File: src/rtl/footprint_collision_escape_macros.svh
// Assertion helpers for the footprint collision escape block.
// Each macro takes a label, the clock, the active-low reset, a condition and
// the property that must follow from it.
`ifndef FOOTPRINT_COLLISION_ESCAPE_MACROS_SVH
`define FOOTPRINT_COLLISION_ESCAPE_MACROS_SVH
`ifndef SYNTHESIS
// Check the property in the same cycle as the condition.
`define FCE_ASSERT_NOW(lbl, clk, rst_n, ante, cons) \
  lbl: assert property (@(posedge clk) disable iff (!rst_n) (ante) |-> (cons)) \
    else $error("footprint collision escape: assertion failed");
// Check the property in the cycle after the condition.
`define FCE_ASSERT_NEXT(lbl, clk, rst_n, ante, cons) \
  lbl: assert property (@(posedge clk) disable iff (!rst_n) (ante) |=> (cons)) \
    else $error("footprint collision escape: assertion failed");
`else
`define FCE_ASSERT_NOW(lbl, clk, rst_n, ante, cons)
`define FCE_ASSERT_NEXT(lbl, clk, rst_n, ante, cons)
`endif
`endif

File: src/rtl/fce_pkg.sv
package fce_pkg;

  // Grid and footprint limits
  localparam int GRID_DIM_MAX = 1024;
  localparam int RADIUS_MAX   = 63;
  localparam int COORD_W      = $clog2(GRID_DIM_MAX);
  localparam int DIM_W        = COORD_W + 1;

  // Fixed field widths
  localparam int RADIUS_W = 6;
  localparam int COST_W   = 8;
  localparam int SPEED_W  = 12;
  localparam int TICKS_W  = 16;
  localparam int SUM_W    = 22;
  localparam int DIR_W    = 16;
  localparam int VEL_W    = 13;
  localparam int CFG_W    = 16;
  localparam int CFG_IDX_W = 3;

  // Register reset values
  localparam logic [DIM_W-1:0]          GRID_WIDTH_RST  = DIM_W'(64);
  localparam logic [DIM_W-1:0]          GRID_HEIGHT_RST = DIM_W'(64);
  localparam logic [COORD_W-1:0]        ROBOT_COL_RST   = COORD_W'(32);
  localparam logic [COORD_W-1:0]        ROBOT_ROW_RST   = COORD_W'(32);
  localparam logic [RADIUS_W-1:0]       RADIUS_RST      = RADIUS_W'(4);
  localparam logic signed [COST_W-1:0]  COST_THR_RST    = COST_W'(80);
  localparam logic [SPEED_W-1:0]        SPEED_RST       = SPEED_W'(200);
  localparam logic [TICKS_W-1:0]        TICKS_RST       = TICKS_W'(1000);

  // Fallback direction when the away vector cancels out: straight back
  localparam logic [DIR_W-1:0] DIR_BACK_MAG = DIR_W'(32768);

  // Command codes
  localparam logic CMD_START = 1'b0;
  localparam logic CMD_STOP  = 1'b1;

  // Input word kinds
  localparam logic MODE_CELL = 1'b0;
  localparam logic MODE_TICK = 1'b1;

  // Register indexes
  typedef enum logic [CFG_IDX_W-1:0] {
    CFG_GRID_WIDTH     = 3'd0,
    CFG_GRID_HEIGHT    = 3'd1,
    CFG_ROBOT_COL      = 3'd2,
    CFG_ROBOT_ROW      = 3'd3,
    CFG_RADIUS_CELLS   = 3'd4,
    CFG_COST_THRESHOLD = 3'd5,
    CFG_ESCAPE_SPEED   = 3'd6,
    CFG_ESCAPE_TICKS   = 3'd7
  } cfg_idx_e;

  // Request to the direction and velocity unit
  typedef struct packed {
    logic                      start;
    logic                      ack;
    logic signed [SUM_W-1:0]   sum_x;
    logic signed [SUM_W-1:0]   sum_y;
    logic signed [DIR_W-1:0]   last_x;
    logic signed [DIR_W-1:0]   last_y;
    logic        [SPEED_W-1:0] speed;
  } norm_req_t;

  // Response from the direction and velocity unit
  typedef struct packed {
    logic                    done;
    logic                    dir_upd;
    logic signed [DIR_W-1:0] dir_x;
    logic signed [DIR_W-1:0] dir_y;
    logic signed [VEL_W-1:0] vel_fwd;
    logic signed [VEL_W-1:0] vel_left;
  } norm_rsp_t;

endpackage

File: src/rtl/fce_norm.sv
// Direction and velocity unit: scales the away vector, takes the root of
// its squared length bit by bit, divides each component by it one quotient
// bit a cycle, and scales the unit direction by the speed. One multiplier
// serves the squares and speed products, one subtractor the root and divides.
module fce_norm (
  input  logic              clk_i,
  input  logic              rst_ni,
  input  fce_pkg::norm_req_t req_i,
  output fce_pkg::norm_rsp_t rsp_o
);

  typedef enum logic [11:0] {
    N_IDLE   = 12'b0000_0000_0001,
    N_SHIFT  = 12'b0000_0000_0010,
    N_SQX    = 12'b0000_0000_0100,
    N_SQY    = 12'b0000_0000_1000,
    N_SQSUM  = 12'b0000_0001_0000,
    N_SQRT   = 12'b0000_0010_0000,
    N_DIVSET = 12'b0000_0100_0000,
    N_DIV    = 12'b0000_1000_0000,
    N_VELX   = 12'b0001_0000_0000,
    N_VELY   = 12'b0010_0000_0000,
    N_ROUND  = 12'b0100_0000_0000,
    N_DONE   = 12'b1000_0000_0000
  } norm_state_e;

  localparam int SW = fce_pkg::SUM_W;
  localparam int DW = fce_pkg::DIR_W;
  localparam int VW = fce_pkg::VEL_W;

  norm_state_e state_q, state_d;

  logic [SW-1:0] ax_q, ax_d, ay_q, ay_d;
  logic          negx_q, negx_d, negy_q, negy_d;
  logic          upd_q, upd_d;
  logic          sel_q, sel_d;
  logic [4:0]    cnt_q, cnt_d;
  logic [31:0]   s_q, s_d;
  logic [63:0]   rad_q, rad_d;
  logic [48:0]   acc_q, acc_d;
  logic [48:0]   dvs_q, dvs_d;
  logic [31:0]   root_q, root_d;
  logic [16:0]   quot_q, quot_d;
  logic [DW-1:0] magx_q, magx_d, magy_q, magy_d;
  logic [VW-1:0] px_q, px_d, py_q, py_d;

  // Shared multiplier, registered output
  logic [15:0] mul_a, mul_b;
  logic [31:0] prod_q;

  // Shared subtract/compare unit
  logic [48:0] sub_a, sub_b, sub_diff;
  logic        sub_borrow, sub_ge;

  logic [SW-1:0] ax_start, ay_start;
  logic [SW-1:0] both_mag;
  logic [32:0]   sq_sum;
  logic [15:0]   div_comp;
  logic [46:0]   div_num;
  logic [16:0]   q_fin;
  logic [DW-1:0] q_sat;
  logic [32:0]   rnd;

  assign {sub_borrow, sub_diff} = {1'b0, sub_a} - {1'b0, sub_b};
  assign sub_ge = !sub_borrow;

  assign ax_start = req_i.sum_x[SW-1] ? SW'(-req_i.sum_x) : SW'(req_i.sum_x);
  assign ay_start = req_i.sum_y[SW-1] ? SW'(-req_i.sum_y) : SW'(req_i.sum_y);
  assign both_mag = ax_q | ay_q;
  assign sq_sum   = {1'b0, s_q} + {1'b0, prod_q};
  assign div_comp = sel_q ? ay_q[15:0] : ax_q[15:0];
  assign div_num  = {1'b0, div_comp, 30'b0} + {16'b0, root_q[31:1]};
  assign q_fin    = {quot_q[15:0], sub_ge};
  assign q_sat    = (q_fin > 17'd32767) ? DW'(32767) : q_fin[15:0];
  assign rnd      = {1'b0, prod_q} + 33'd16384;

  // Sequence the shared units
  always_comb begin
    state_d = state_q;
    ax_d    = ax_q;
    ay_d    = ay_q;
    negx_d  = negx_q;
    negy_d  = negy_q;
    upd_d   = upd_q;
    sel_d   = sel_q;
    cnt_d   = cnt_q;
    s_d     = s_q;
    rad_d   = rad_q;
    acc_d   = acc_q;
    dvs_d   = dvs_q;
    root_d  = root_q;
    quot_d  = quot_q;
    magx_d  = magx_q;
    magy_d  = magy_q;
    px_d    = px_q;
    py_d    = py_q;
    mul_a   = ax_q[15:0];
    mul_b   = ax_q[15:0];
    sub_a   = acc_q;
    sub_b   = dvs_q;
    case (state_q)
      N_IDLE: begin
        if (req_i.start) begin
          ax_d   = ax_start;
          ay_d   = ay_start;
          negx_d = req_i.sum_x[SW-1];
          negy_d = req_i.sum_y[SW-1];
          upd_d  = 1'b1;
          state_d = N_SHIFT;
          if (req_i.sum_x == '0 && req_i.sum_y == '0) begin
            // Away vector cancels: reuse the last direction or back off
            upd_d = 1'b0;
            state_d = N_VELX;
            if (req_i.last_x != '0 || req_i.last_y != '0) begin
              negx_d = req_i.last_x[DW-1];
              negy_d = req_i.last_y[DW-1];
              magx_d = req_i.last_x[DW-1] ? DW'(-req_i.last_x) : DW'(req_i.last_x);
              magy_d = req_i.last_y[DW-1] ? DW'(-req_i.last_y) : DW'(req_i.last_y);
            end else begin
              negx_d = 1'b0;
              negy_d = 1'b1;
              magx_d = '0;
              magy_d = fce_pkg::DIR_BACK_MAG;
            end
          end
        end
      end
      N_SHIFT: begin
        // Bring the larger magnitude into [2^15, 2^16)
        if (both_mag[SW-1:15] == '0) begin
          ax_d = {ax_q[SW-2:0], 1'b0};
          ay_d = {ay_q[SW-2:0], 1'b0};
        end else if (both_mag[SW-1:16] != '0) begin
          ax_d = {1'b0, ax_q[SW-1:1]};
          ay_d = {1'b0, ay_q[SW-1:1]};
        end else begin
          state_d = N_SQX;
        end
      end
      N_SQX: begin
        state_d = N_SQY;
      end
      N_SQY: begin
        mul_a = ay_q[15:0];
        mul_b = ay_q[15:0];
        s_d   = prod_q;
        state_d = N_SQSUM;
      end
      N_SQSUM: begin
        rad_d  = {1'b0, sq_sum, 30'b0};
        acc_d  = '0;
        root_d = '0;
        cnt_d  = 5'd31;
        state_d = N_SQRT;
      end
      N_SQRT: begin
        // One root bit per cycle from the top two radicand bits
        sub_a  = {14'b0, acc_q[32:0], rad_q[63:62]};
        sub_b  = {15'b0, root_q, 2'b01};
        acc_d  = sub_ge ? sub_diff : sub_a;
        root_d = {root_q[30:0], sub_ge};
        rad_d  = {rad_q[61:0], 2'b00};
        cnt_d  = cnt_q - 5'd1;
        if (cnt_q == '0) begin
          sel_d   = 1'b0;
          state_d = N_DIVSET;
        end
      end
      N_DIVSET: begin
        // Rounded quotient: add half the divisor to the numerator
        acc_d  = {2'b0, div_num};
        dvs_d  = {1'b0, root_q, 16'b0};
        quot_d = '0;
        cnt_d  = 5'd16;
        state_d = N_DIV;
      end
      N_DIV: begin
        sub_a  = acc_q;
        sub_b  = dvs_q;
        acc_d  = sub_ge ? sub_diff : acc_q;
        quot_d = q_fin;
        dvs_d  = {1'b0, dvs_q[48:1]};
        cnt_d  = cnt_q - 5'd1;
        if (cnt_q == '0) begin
          if (!sel_q) begin
            magx_d  = q_sat;
            sel_d   = 1'b1;
            state_d = N_DIVSET;
          end else begin
            magy_d  = q_sat;
            state_d = N_VELX;
          end
        end
      end
      N_VELX: begin
        mul_a = magx_q;
        mul_b = {4'b0, req_i.speed};
        state_d = N_VELY;
      end
      N_VELY: begin
        mul_a = magy_q;
        mul_b = {4'b0, req_i.speed};
        px_d  = rnd[27:15];
        state_d = N_ROUND;
      end
      N_ROUND: begin
        py_d  = rnd[27:15];
        state_d = N_DONE;
      end
      N_DONE: begin
        if (req_i.ack) begin
          state_d = N_IDLE;
        end
      end
      default: begin
        state_d = N_IDLE;
      end
    endcase
  end

  // Hold control state
  always_ff @(posedge clk_i or negedge rst_ni) begin
    if (!rst_ni) begin
      state_q <= N_IDLE;
      cnt_q   <= '0;
      sel_q   <= 1'b0;
      upd_q   <= 1'b0;
    end else begin
      state_q <= state_d;
      cnt_q   <= cnt_d;
      sel_q   <= sel_d;
      upd_q   <= upd_d;
    end
  end

  // Hold datapath
  always_ff @(posedge clk_i) begin
    ax_q   <= ax_d;
    ay_q   <= ay_d;
    negx_q <= negx_d;
    negy_q <= negy_d;
    s_q    <= s_d;
    rad_q  <= rad_d;
    acc_q  <= acc_d;
    dvs_q  <= dvs_d;
    root_q <= root_d;
    quot_q <= quot_d;
    magx_q <= magx_d;
    magy_q <= magy_d;
    px_q   <= px_d;
    py_q   <= py_d;
    prod_q <= mul_a * mul_b;
  end

  // Apply signs: forward follows y, left is minus x
  assign rsp_o.done     = (state_q == N_DONE);
  assign rsp_o.dir_upd  = upd_q;
  assign rsp_o.dir_x    = negx_q ? DW'(16'd0 - magx_q) : magx_q;
  assign rsp_o.dir_y    = negy_q ? DW'(16'd0 - magy_q) : magy_q;
  assign rsp_o.vel_fwd  = negy_q ? VW'(13'd0 - py_q) : py_q;
  assign rsp_o.vel_left = negx_q ? px_q : VW'(13'd0 - px_q);

endmodule

File: src/rtl/footprint_collision_escape.sv
// Footprint collision check with escape command generation.
// Cells and ticks are taken one per cycle unless the input stalls, as it does while the
// direction unit works; a stop word is ready the cycle after its tick. A frame's last
// cell with an obstacle occupies the direction unit through the scaling shifts, root,
// two divides, speed products and handoff; a cancelled away vector skips to the products.
// Reset (rst_ni low, asynchronous) restores register defaults and clears all control state.
`include "footprint_collision_escape_macros.svh"
module footprint_collision_escape (
  input  logic                                clk_i,
  input  logic                                rst_ni,
  input  logic                                cfg_we_i,
  input  logic [fce_pkg::CFG_IDX_W-1:0]       cfg_index_i,
  input  logic [fce_pkg::CFG_W-1:0]           cfg_data_i,
  input  logic                                in_valid_i,
  output logic                                in_stall_o,
  input  logic                                mode_i,
  input  logic signed [fce_pkg::COST_W-1:0]   cell_cost_i,
  output logic                                out_valid_o,
  input  logic                                out_stall_i,
  output logic                                command_kind_o,
  output logic signed [fce_pkg::VEL_W-1:0]    vel_forward_o,
  output logic signed [fce_pkg::VEL_W-1:0]    vel_left_o
);

  typedef enum logic [1:0] {
    T_IDLE = 2'b01,
    T_NORM = 2'b10
  } top_state_e;

  localparam int CW = fce_pkg::COORD_W;
  localparam int DMW = fce_pkg::DIM_W;
  localparam int SW = fce_pkg::SUM_W;
  localparam int RW = fce_pkg::RADIUS_W;

  // Configuration registers
  logic [DMW-1:0]                       grid_width_q, grid_height_q;
  logic [CW-1:0]                        robot_col_q, robot_row_q;
  logic [RW-1:0]                        radius_q;
  logic signed [fce_pkg::COST_W-1:0]    cost_thr_q;
  logic [fce_pkg::SPEED_W-1:0]          speed_q;
  logic [fce_pkg::TICKS_W-1:0]          esc_ticks_q;

  // Control state
  top_state_e                        state_q, state_d;
  logic [CW-1:0]                     col_q, col_d, row_q, row_d;
  logic signed [SW-1:0]              sumx_q, sumx_d, sumy_q, sumy_d;
  logic                              hit_q, hit_d, escaping_q, escaping_d, skip_q, skip_d;
  logic [fce_pkg::TICKS_W-1:0]       ticks_q, ticks_d;
  logic signed [fce_pkg::DIR_W-1:0]  lastx_q, lastx_d, lasty_q, lasty_d;

  // Output register
  logic                              out_valid_q, out_valid_d;
  logic                              kind_q, kind_d;
  logic signed [fce_pkg::VEL_W-1:0]  fwd_q, fwd_d, left_q, left_d;

  fce_pkg::norm_req_t norm_req;
  fce_pkg::norm_rsp_t norm_rsp;

  logic in_accept, out_free, stop_now;
  logic first_cell, skip_cur, obstacle, inside_box, inside_disc;
  logic [RW-1:0]        r_eff;
  logic signed [DMW-1:0] ox, oy, r_s;
  logic [DMW-1:0]       oxm, oym;
  logic [11:0]          ox_sq, oy_sq, r_sq;
  logic [12:0]          dist_sq;
  logic [DMW-1:0]       w_eff, h_eff, w_m1, h_m1;
  logic                 row_end, frame_end;
  logic signed [SW-1:0] sumx_base, sumy_base;
  logic                 hit_base;

  assign out_free  = !out_valid_q || !out_stall_i;
  assign stop_now  = (mode_i == fce_pkg::MODE_TICK) && escaping_q && (ticks_q <= 16'd1);
  assign in_stall_o = (state_q != T_IDLE) || (stop_now && !out_free);
  assign in_accept = in_valid_i && !in_stall_o;

  // Clamp grid size and radius
  always_comb begin
    w_eff = grid_width_q;
    if (grid_width_q == '0) w_eff = DMW'(1);
    else if (grid_width_q > DMW'(fce_pkg::GRID_DIM_MAX)) w_eff = DMW'(fce_pkg::GRID_DIM_MAX);
    h_eff = grid_height_q;
    if (grid_height_q == '0) h_eff = DMW'(1);
    else if (grid_height_q > DMW'(fce_pkg::GRID_DIM_MAX)) h_eff = DMW'(fce_pkg::GRID_DIM_MAX);
  end
  assign w_m1  = w_eff - DMW'(1);
  assign h_m1  = h_eff - DMW'(1);
  assign r_eff = ({1'b0, radius_q} > (RW + 1)'(fce_pkg::RADIUS_MAX))
                 ? RW'(fce_pkg::RADIUS_MAX) : radius_q;

  // Footprint test for the current raster position
  assign ox  = signed'({1'b0, robot_col_q}) - signed'({1'b0, col_q});
  assign oy  = signed'({1'b0, robot_row_q}) - signed'({1'b0, row_q});
  assign r_s = signed'(DMW'(r_eff));
  assign oxm = ox[DMW-1] ? DMW'(-ox) : DMW'(ox);
  assign oym = oy[DMW-1] ? DMW'(-oy) : DMW'(oy);
  assign inside_box = (ox >= -r_s) && (ox <= r_s) && (oy >= -r_s) && (oy <= r_s);
  assign ox_sq   = oxm[RW-1:0] * oxm[RW-1:0];
  assign oy_sq   = oym[RW-1:0] * oym[RW-1:0];
  assign r_sq    = r_eff * r_eff;
  assign dist_sq = {1'b0, ox_sq} + {1'b0, oy_sq};
  assign inside_disc = inside_box && (dist_sq <= {1'b0, r_sq});

  assign first_cell = (col_q == '0) && (row_q == '0);
  assign skip_cur   = first_cell ? escaping_q : skip_q;
  assign sumx_base  = first_cell ? '0 : sumx_q;
  assign sumy_base  = first_cell ? '0 : sumy_q;
  assign hit_base   = first_cell ? 1'b0 : hit_q;
  assign obstacle   = !skip_cur && inside_disc && (cell_cost_i >= cost_thr_q);
  assign row_end    = ({1'b0, col_q} >= w_m1);
  assign frame_end  = row_end && ({1'b0, row_q} >= h_m1);

  // Advance raster, sums, escape timer and output word
  always_comb begin
    state_d     = state_q;
    col_d       = col_q;
    row_d       = row_q;
    sumx_d      = sumx_q;
    sumy_d      = sumy_q;
    hit_d       = hit_q;
    skip_d      = skip_q;
    escaping_d  = escaping_q;
    ticks_d     = ticks_q;
    lastx_d     = lastx_q;
    lasty_d     = lasty_q;
    out_valid_d = out_valid_q && out_stall_i;
    kind_d      = kind_q;
    fwd_d       = fwd_q;
    left_d      = left_q;
    norm_req.start  = 1'b0;
    norm_req.ack    = 1'b0;
    norm_req.sum_x  = '0;
    norm_req.sum_y  = '0;
    norm_req.last_x = lastx_q;
    norm_req.last_y = lasty_q;
    norm_req.speed  = speed_q;
    case (state_q)
      T_IDLE: begin
        if (in_accept && mode_i == fce_pkg::MODE_TICK) begin
          if (escaping_q) begin
            if (stop_now) begin
              ticks_d     = '0;
              escaping_d  = 1'b0;
              out_valid_d = 1'b1;
              kind_d      = fce_pkg::CMD_STOP;
              fwd_d       = '0;
              left_d      = '0;
            end else begin
              ticks_d = ticks_q - 16'd1;
            end
          end
        end else if (in_accept) begin
          sumx_d = obstacle ? sumx_base + SW'(ox) : sumx_base;
          sumy_d = obstacle ? sumy_base + SW'(oy) : sumy_base;
          hit_d  = hit_base || obstacle;
          skip_d = skip_cur;
          if (frame_end) begin
            col_d = '0;
            row_d = '0;
            if (!skip_cur && hit_d) begin
              norm_req.start = 1'b1;
              norm_req.sum_x = sumx_d;
              norm_req.sum_y = sumy_d;
              state_d = T_NORM;
            end
          end else if (row_end) begin
            col_d = '0;
            row_d = row_q + CW'(1);
          end else begin
            col_d = col_q + CW'(1);
          end
        end
      end
      T_NORM: begin
        // Issue the start word once the direction unit is done and the output register is free
        if (norm_rsp.done && out_free) begin
          norm_req.ack = 1'b1;
          out_valid_d  = 1'b1;
          kind_d       = fce_pkg::CMD_START;
          fwd_d        = norm_rsp.vel_fwd;
          left_d       = norm_rsp.vel_left;
          escaping_d   = 1'b1;
          ticks_d      = esc_ticks_q;
          if (norm_rsp.dir_upd) begin
            lastx_d = norm_rsp.dir_x;
            lasty_d = norm_rsp.dir_y;
          end
          state_d = T_IDLE;
        end
      end
      default: begin
        state_d = T_IDLE;
      end
    endcase
  end

  // Write configuration registers
  always_ff @(posedge clk_i or negedge rst_ni) begin
    if (!rst_ni) begin
      grid_width_q  <= fce_pkg::GRID_WIDTH_RST;
      grid_height_q <= fce_pkg::GRID_HEIGHT_RST;
      robot_col_q   <= fce_pkg::ROBOT_COL_RST;
      robot_row_q   <= fce_pkg::ROBOT_ROW_RST;
      radius_q      <= fce_pkg::RADIUS_RST;
      cost_thr_q    <= fce_pkg::COST_THR_RST;
      speed_q       <= fce_pkg::SPEED_RST;
      esc_ticks_q   <= fce_pkg::TICKS_RST;
    end else if (cfg_we_i) begin
      case (fce_pkg::cfg_idx_e'(cfg_index_i))
        fce_pkg::CFG_GRID_WIDTH:     grid_width_q  <= cfg_data_i[DMW-1:0];
        fce_pkg::CFG_GRID_HEIGHT:    grid_height_q <= cfg_data_i[DMW-1:0];
        fce_pkg::CFG_ROBOT_COL:      robot_col_q   <= cfg_data_i[CW-1:0];
        fce_pkg::CFG_ROBOT_ROW:      robot_row_q   <= cfg_data_i[CW-1:0];
        fce_pkg::CFG_RADIUS_CELLS:   radius_q      <= cfg_data_i[RW-1:0];
        fce_pkg::CFG_COST_THRESHOLD: cost_thr_q    <= signed'(cfg_data_i[fce_pkg::COST_W-1:0]);
        fce_pkg::CFG_ESCAPE_SPEED:   speed_q       <= cfg_data_i[fce_pkg::SPEED_W-1:0];
        fce_pkg::CFG_ESCAPE_TICKS:   esc_ticks_q   <= cfg_data_i[fce_pkg::TICKS_W-1:0];
        default: begin
        end
      endcase
    end
  end

  // Hold control state
  always_ff @(posedge clk_i or negedge rst_ni) begin
    if (!rst_ni) begin
      state_q     <= T_IDLE;
      col_q       <= '0;
      row_q       <= '0;
      sumx_q      <= '0;
      sumy_q      <= '0;
      hit_q       <= 1'b0;
      skip_q      <= 1'b0;
      escaping_q  <= 1'b0;
      ticks_q     <= '0;
      lastx_q     <= '0;
      lasty_q     <= '0;
      out_valid_q <= 1'b0;
    end else begin
      state_q     <= state_d;
      col_q       <= col_d;
      row_q       <= row_d;
      sumx_q      <= sumx_d;
      sumy_q      <= sumy_d;
      hit_q       <= hit_d;
      skip_q      <= skip_d;
      escaping_q  <= escaping_d;
      ticks_q     <= ticks_d;
      lastx_q     <= lastx_d;
      lasty_q     <= lasty_d;
      out_valid_q <= out_valid_d;
    end
  end

  // Hold output word
  always_ff @(posedge clk_i) begin
    kind_q <= kind_d;
    fwd_q  <= fwd_d;
    left_q <= left_d;
  end

  fce_norm u_norm (
    .clk_i  (clk_i),
    .rst_ni (rst_ni),
    .req_i  (norm_req),
    .rsp_o  (norm_rsp)
  );

  assign out_valid_o    = out_valid_q;
  assign command_kind_o = kind_q;
  assign vel_forward_o  = fwd_q;
  assign vel_left_o     = left_q;

  `FCE_ASSERT_NOW(a_norm_stalls_input, clk_i, rst_ni, state_q == T_NORM, in_stall_o)
  `FCE_ASSERT_NOW(a_timer_clear_when_idle, clk_i, rst_ni, !escaping_q, ticks_q == '0)
  `FCE_ASSERT_NEXT(a_last_tick_stops, clk_i, rst_ni, in_accept && stop_now, out_valid_o && (command_kind_o == fce_pkg::CMD_STOP))

endmodule

File: config.mk
export PLATFORM = sky130hd
export DESIGN_NAME = footprint_collision_escape
export DESIGN_NICKNAME = d
export VERILOG_FILES = /design/src/rtl/fce_pkg.sv /design/src/rtl/fce_norm.sv /design/src/rtl/footprint_collision_escape.sv
export VERILOG_INCLUDE_DIRS = /design/src /design/src/rtl
export SDC_FILE = /design/constraint.sdc
export NUM_CORES = 2
export LEC_CHECK = 0
export ABC_AREA = 0
export BUFFER_PORTS_ARGS = -buffer_cell sky130_fd_sc_hd__buf_2
export CAP_MARGIN = 20
export CORE_AREA = 4 4 360 504
export CTS_CLUSTER_SIZE = 10
export DETAILED_ROUTE_END_ITERATION = 10
export DIE_AREA = 0 0 364 508
export GPL_TIMING_DRIVEN = 1
export PLACE_DENSITY = 0.4
export SLEW_MARGIN = 20
export SYNTH_ARGS = -nofsm -noshare
export SYNTH_HDL_FRONTEND = slang
export SYNTH_SLANG_ARGS = --single-unit
File: constraint.sdc
create_clock -name clk_i -period 16.6 [get_ports clk_i]
set_clock_uncertainty 0.2 [all_clocks]
set_input_delay 0.83 -clock clk_i [delete_from_list [all_inputs] [get_ports clk_i]]
set_output_delay 0.83 -clock clk_i [all_outputs]
set_load 0.01 [all_outputs]
* Yosys cells after proc, flatten, opt, wreduce, memory -nomap -nowiden
Cells that the tools add are included.
Storage, ports and cells: input port bits 33, register bits after elaboration 626
Cells by class: equal/unequal tests 41, multiply operators 4, mux-type cells 120, bitwise operators 2, reductions and logical operators 72, $add $sub $neg 26, $lt $le $gt $ge 12
Operator list (number):
- $mux 16 | 20
- $mux 22 | 12
- $mux 44 | 5
- $mux 49 | 4
- $pmux 49 s4 | 1
- $pmux 16 s2 | 5
- $pmux 12 s12 | 1
- $pmux 64 s2 | 1
- $pmux 49 s2 | 1
- $mux 13 | 7
- $pmux 22 s2 | 2
- $mux 12 | 6
- $pmux 32 s2 | 1
- $pmux 13 s2 | 2
- $sub 49x49->50 | 1
- $pmux 16 s3 | 1
- $add 46x31->47 | 1
- $add 22x11->22 | 2
- $logic_not 22->1 | 2
- $mux 11 | 4
- $neg 22->22 | 2
- $mux 10 | 4
- $mul 6x6->12 | 3
- $add 32x32->33 | 1
- other kinds (69) | 188

* Longest topological paths before layout
depth in word-level cells 21, gate-level depth with buffers 51, mapped depth without buffers 47

* Modules after synthesis
A second synthesis with hierarchy kept.
Second synthesis, totals: cells, all modules 5403, area, all modules 49530.0 sq um
Modules (own cells, without submodules):
- fce_norm | times used 1, sequential area each 10576.4 sq um, cells each 3507, area each 31544.0 sq um
- footprint_collision_escape | times used 1, sequential area each 5886.9 sq um, cells each 1896, area each 17986.0 sq um

* Worst setup path after synthesis
OpenSTA, ideal clock, no wires.
path kind register to register, start register row_q[2], end register u_norm.ax_q[0], enable pin, setup slack 4059 ps, cell stages (with the launch flop) 39, period minus slack after synthesis 12541 ps, data arrival time 11834 ps, path through dfrtp_1 > inv_1 > ha_1 > nor2b_1 > o31a_1 > o211a_1 > o21ai_0 > nand2b_1 > clkbuf_1 > inv_1 > nand2_1 > xnor2_1 > or2_2 > fa_1 > fa_1 > inv_1 > fa_1 > inv_1 > (+3 left out) > ha_1 > a21o_1 > a21oi_1 > o21bai_1 > a21oi_1 > o21bai_1 > a21oi_1 > xnor2_1 > ha_1 > nand4_1 > nor3_1 > o2111ai_1 > a211o_1 > nor2_2 > buf_4 > o21ai_1 > clkbuf_1 > o21ai_0
Between the ends: longest elaborated chain between the ends 18, elaborated cells on any way between the ends 29, classes of those cells add/sub (3); mul (1); order compare (4); eq/ne (1); mux (8); reduce/logical (12)
RTL lines:
- from (decl) | line footprint_collision_escape.sv:45 | logic [CW-1:0] col_q, col_d, row_q, row_d;
- from (signal assigned) | line footprint_collision_escape.sv:241 | row_q <= row_d;
- $sub 10x10->11 | line footprint_collision_escape.sv:92 | assign oy = signed'({1'b0, robot_row_q}) - signed'({1'b0, row_q});
- $neg 6->6 | line footprint_collision_escape.sv:95 | assign oym = oy[DMW-1] ? DMW'(-oy) : DMW'(oy);
- $mux 6 | line footprint_collision_escape.sv:95
- $mul 6x6->12 | line footprint_collision_escape.sv:98 | assign oy_sq = oym[RW-1:0] * oym[RW-1:0];
- $add 12x12->13 | line footprint_collision_escape.sv:100 | assign dist_sq = {1'b0, ox_sq} + {1'b0, oy_sq};
- $le 13x12->1 | line footprint_collision_escape.sv:101 | assign inside_disc = inside_box && (dist_sq <= {1'b0, r_sq});
- $logic_and 1x1->1 | line footprint_collision_escape.sv:101
- $logic_and 1x1->1 (2 in series) | line footprint_collision_escape.sv:108 | assign obstacle = !skip_cur && inside_disc && (cell_cost_i >= cost_thr_q);
- $logic_or 1x1->1 | line footprint_collision_escape.sv:154 | hit_d = hit_base || obstacle;
- $logic_and 1x1->1 | line footprint_collision_escape.sv:159 | if (!skip_cur && hit_d) begin
- $mux 1 | line footprint_collision_escape.sv:159
- $mux 1 (*) | line footprint_collision_escape.sv:156 | if (frame_end) begin
- $mux 1 (*) | line footprint_collision_escape.sv:151 | end else if (in_accept) begin
- $mux 1 (*) | line footprint_collision_escape.sv:138 | if (in_accept && mode_i == fce_pkg::MODE_TICK) begin
- $mux 1 (*) | line footprint_collision_escape.sv:136 | case (state_q)
- $ne 2x2->1 (no source line) (*)
- $reduce_and 3->1 (no source line) (*)
- to (signal assigned) | line fce_norm.sv:238 | ax_q <= ax_d;
- to (decl) | line fce_norm.sv:33 | logic [SW-1:0] ax_q, ax_d, ay_q, ay_d;
Mark *: on every way between the ends. The rest lies on a longest branch, timed or not. A chain may end at the register's enable or synchronous reset.

* Final worst setup path
start register row_q[2], end register u_norm.magx_q[13], enable pin
Between the ends: longest elaborated chain between the ends 20, elaborated cells on any way between the ends 44, classes of those cells add/sub (5); mul (1); order compare (4); eq/ne (2); mux (17); reduce/logical (15)
RTL lines:
- $sub 10x10->11 | line footprint_collision_escape.sv:92
- $neg 6->6 | line footprint_collision_escape.sv:95
- $mux 6 | line footprint_collision_escape.sv:95
- $mul 6x6->12 | line footprint_collision_escape.sv:98
- $add 12x12->13 | line footprint_collision_escape.sv:100
- $le 13x12->1 | line footprint_collision_escape.sv:101
- $logic_and 1x1->1 | line footprint_collision_escape.sv:101
- $logic_and 1x1->1 (2 in series) | line footprint_collision_escape.sv:108
- (+3 left out)
- $mux 44 | line footprint_collision_escape.sv:156
- $mux 44 | line footprint_collision_escape.sv:151
- $mux 44 | line footprint_collision_escape.sv:138
- $mux 44 | line footprint_collision_escape.sv:136
- $logic_not 22->1 | line fce_norm.sv:110 | if (req_i.sum_x == '0 && req_i.sum_y == '0) begin
- $logic_and 1x1->1 | line fce_norm.sv:110
- $ne 2x1->1 (no source line)
- $reduce_and 5->1 (no source line) (*)
- to (signal assigned) | line fce_norm.sv:248 | magx_q <= magx_d;
- to (decl) | line fce_norm.sv:44 | logic [DW-1:0] magx_q, magx_d, magy_q, magy_d;
Marks and branches as above.

==> summary.txt <==
Cells and area
  – Layout area overhead: 11.2%
  – Share of cells above drive strength 1: 0.0746
  – Final net count: 6,100
  – Multi-input combinational cell area: 30,500 sq um
  – Storage element area: 16,500 sq um
  – Fill cells: 18,600

Synth
  – Mapped Area: 49,300 sq um
  – Seq/Total Area, Yosys: 0.334
  – Yosys Warn Count: 0
  – Syn_nets: 6,093
  – Syn avg cell area: 9.08 sq um
  – Seq cells post-synth: 595
  – Synth cell types: 96
  – Most common cell in the netlist: nand2_1
  – Yosys top cell area share: 0.208
  – Synth Area in Simple Gates: 0.175
  – Post-synthesis cell count: 5,431
  – Synth cell count leaders: nand2_1, inv_1, nor2_1
  – Most used flip-flop cell after synthesis: edfxtp_1
  – Mux contribution to synthesized area: 0.0335
  – Xor and xnor area share after synthesis: 0.0563
  – Compound-cell area share of the yosys netlist: 0.155
  – Cell taking the most area after synthesis: edfxtp_1
  – Post-synth EDFFs: 342
  – Adder-Cell Fraction of Synth Area: 0.196
  – Post-synth ARST share: 0.371
  – Largest family of logic cells by synthesized area: adder cells
  – Largest cells by area after synthesis: edfxtp_1, dfrtp_1, fa_1

Setup path
  – CP max-delay cell: a211o_1
  – Worst Path Required: 16.76 ns
  – CP Class: reg -> reg
  – Buf/Inv on CP: 8
  – Startpoint types: flip-flop
  – CP arrival: 13.68 ns
  – Worst-path fanout max: 39
  – Setup crit end kind: flip-flop
  – Max incr delay on CP: 0.66 ns
  – Top Family by Delay on Critical Path: adder cells
  – Most Frequent Cell on Critical Path: inv_1

Clocking
  – Worst-case clock buffer depth: 3
  – Worst-skew pair later-pin latency: 0.69 ns
  – # clock sinks: 595
  – # H-tree levels: 3
  – Root buffer cell: clkbuf_16
  – CTS tree: done
  – CTS Hold Buffers Added: 1
  – Post-CTS Repair Setup Buffers: 0
  – Clock-pin slew on the worst setup and hold paths: 0.06 ns
  – # resized after CTS: 0
  – CTS buffer count: 78

Route
  – Via count: 39,000
  – DRC viols: 0
  – DR iter-0 viols: 2,074
  – Antenna viol nets, final: 0
  – Wirelength per Cell: 20.9 um
  – DRT Wirelength: 163,000 um
  – Vias per cell: 4.99
  – DRT Pass-1 Iters: 6

Timing
  – Tmin final: 13.51 ns
  – Final hold violations: 0
  – RSZ-0062 raised after global routing: false
  – Worst-margin pin slew: 1.08 ns
  – Setup TNS: 0 ns
  – Max-slew violation count: 0
  – Slew HR: 0.280
  – Max Fclk: 0.0740 GHz
  – Final worst-path cycle share: 0.814
  – Final setup violation count: 0
  – Worst setup margin: 3.09 ns

Die
  – Die X: 364 um
  – I/O pin total: 62
  – FP Rows: 183
  – Die Span Y: 508 um
  – Core area: 177,000 sq um
  – Die footprint: 185,000 sq um
  – Starting density of the core: 0.279

Placed design
  – Buffers added on ports: 61
  – RePlAce Congestion: 0.862
  – DP HPWL: 127,000 um
  – Pre-CTS setup slack: 3.06 ns

Worst hold path
  – Worst min path class: in -> reg

Run
  – Max cap viols: 0

Global routing
  – Grt ovf: 0
  – GRT Util Overall: 0.175
  – Initial antenna violation count: 7
  – Number of global-route vias before repair: 40,600
  – First-pass GRT wire length: 250,000 um
  – Largest net degree at the start of global routing: 162

Status
  – Status: finished clean
-- cell type report --
class,instances,share of cell area
Multi-Input combinational cell,4176,0.556
Inverter,455,0.0311
Antenna cell,3,0.000137
Clock buffer,122,0.0410
Timing Repair Buffer,132,0.0162
Sequential cell,595,0.300
Tap cell,2312,0.0527
Clock inverter,18,0.00269
-- stage by stage --
stage	hold WS [ns]	area [sq um]	std cells	utilization
finish	0.179	54900	7813	0.310
floorplan	0.215	49300	5431	-
global route	0.155	54900	7811	0.310
CTS	0.102	54800	7809	0.310
detailed placement	0.223	52400	7668	0.296
global placement	0.224	52400	7667	0.296
-- registers in the layout, summed over array words and instances (netlist names), 22 cells and up --
name / flops
u_norm.root_q: 32
sumy_q: 22
u_norm.s_q: 32
u_norm.ax_q: 22
u_norm.ay_q: 22
u_norm.acc_q: 49
sumx_q: 22
u_norm.rad_q: 34
u_norm.prod_q: 32
u_norm.dvs_q: 48
-- worst reg2reg max path: cells and delay by family, from the launching register on --
kind,cells,cell delay (ns)
flops,1,0.51
xor+xnor,2,0.71
buf+inv,8,1.75
simple gates,12,3.11
fa+ha+maj,9,3.76
compound gates,13,3.15
-- layer usage --
layer  global-route usage  part of all wire  up-vias
li1                     -                 -    18900
met1                0.195              0.39    19200
met2                0.337              0.54      599
met3               0.0162             0.024      251
met5                    0          0.000067        -
met4               0.0743             0.043        2
-- cell families after synthesis --
family | after synthesis
multiplexers | 154
flip-flops | 595
adder cells (fa/ha/maj) | 629
AO/OA/AOI/OAI | 1207
XOR/XNOR | 317
buffers and inverters | 660
AND/OR/NAND/NOR | 1869
-- cells in the final DEF (no fill, tap or decap), types with 19 or more instances in the layout --
cell and n:
nor2_1 410, clkbuf_16 79, buf_4 67, a21oi_1 308, a31oi_1 49, buf_2 60, nor3_1 78, fa_1 242
nor2b_1 53, o22ai_1 28, edfxtp_1 342, dfrtp_1 203, dfxtp_1 32, a21o_1 128, and3_1 37, o31ai_1 39
nand3_1 113, a211oi_1 25, nand2_1 796, or2_2 19, o21ai_0 308, or3_1 29, nand4_1 25, and2_1 131
clkbuf_1 32, nor4_1 28, o21a_1 55, mux2i_1 66, xor2_1 113, o211ai_1 21, inv_1 453, xnor2_1 204
nand2b_1 54, a22o_1 19, mux2_2 88, ha_1 387, a22oi_1 50
-- final timing paths --
check,start,to,slack (ns),depth (start not counted)
worst max-delay path,row_q[2],u_norm.magx_q[13],3.09,44
worst min-delay path,cfg_data_i[12],esc_ticks_q[12],0.18,2
worst max register to register,row_q[2],u_norm.magx_q[13],3.09,44
worst min register to register,u_norm.prod_q[30],u_norm.s_q[30],0.24,0
max in group asynchronous,rst_ni,lastx_q[7],14.11,3
min in group asynchronous,rst_ni,grid_height_q[7],0.59,2
Power is not shown: default switching activity piles up to over one toggle a cycle in this logic, so the estimate is an artifact.
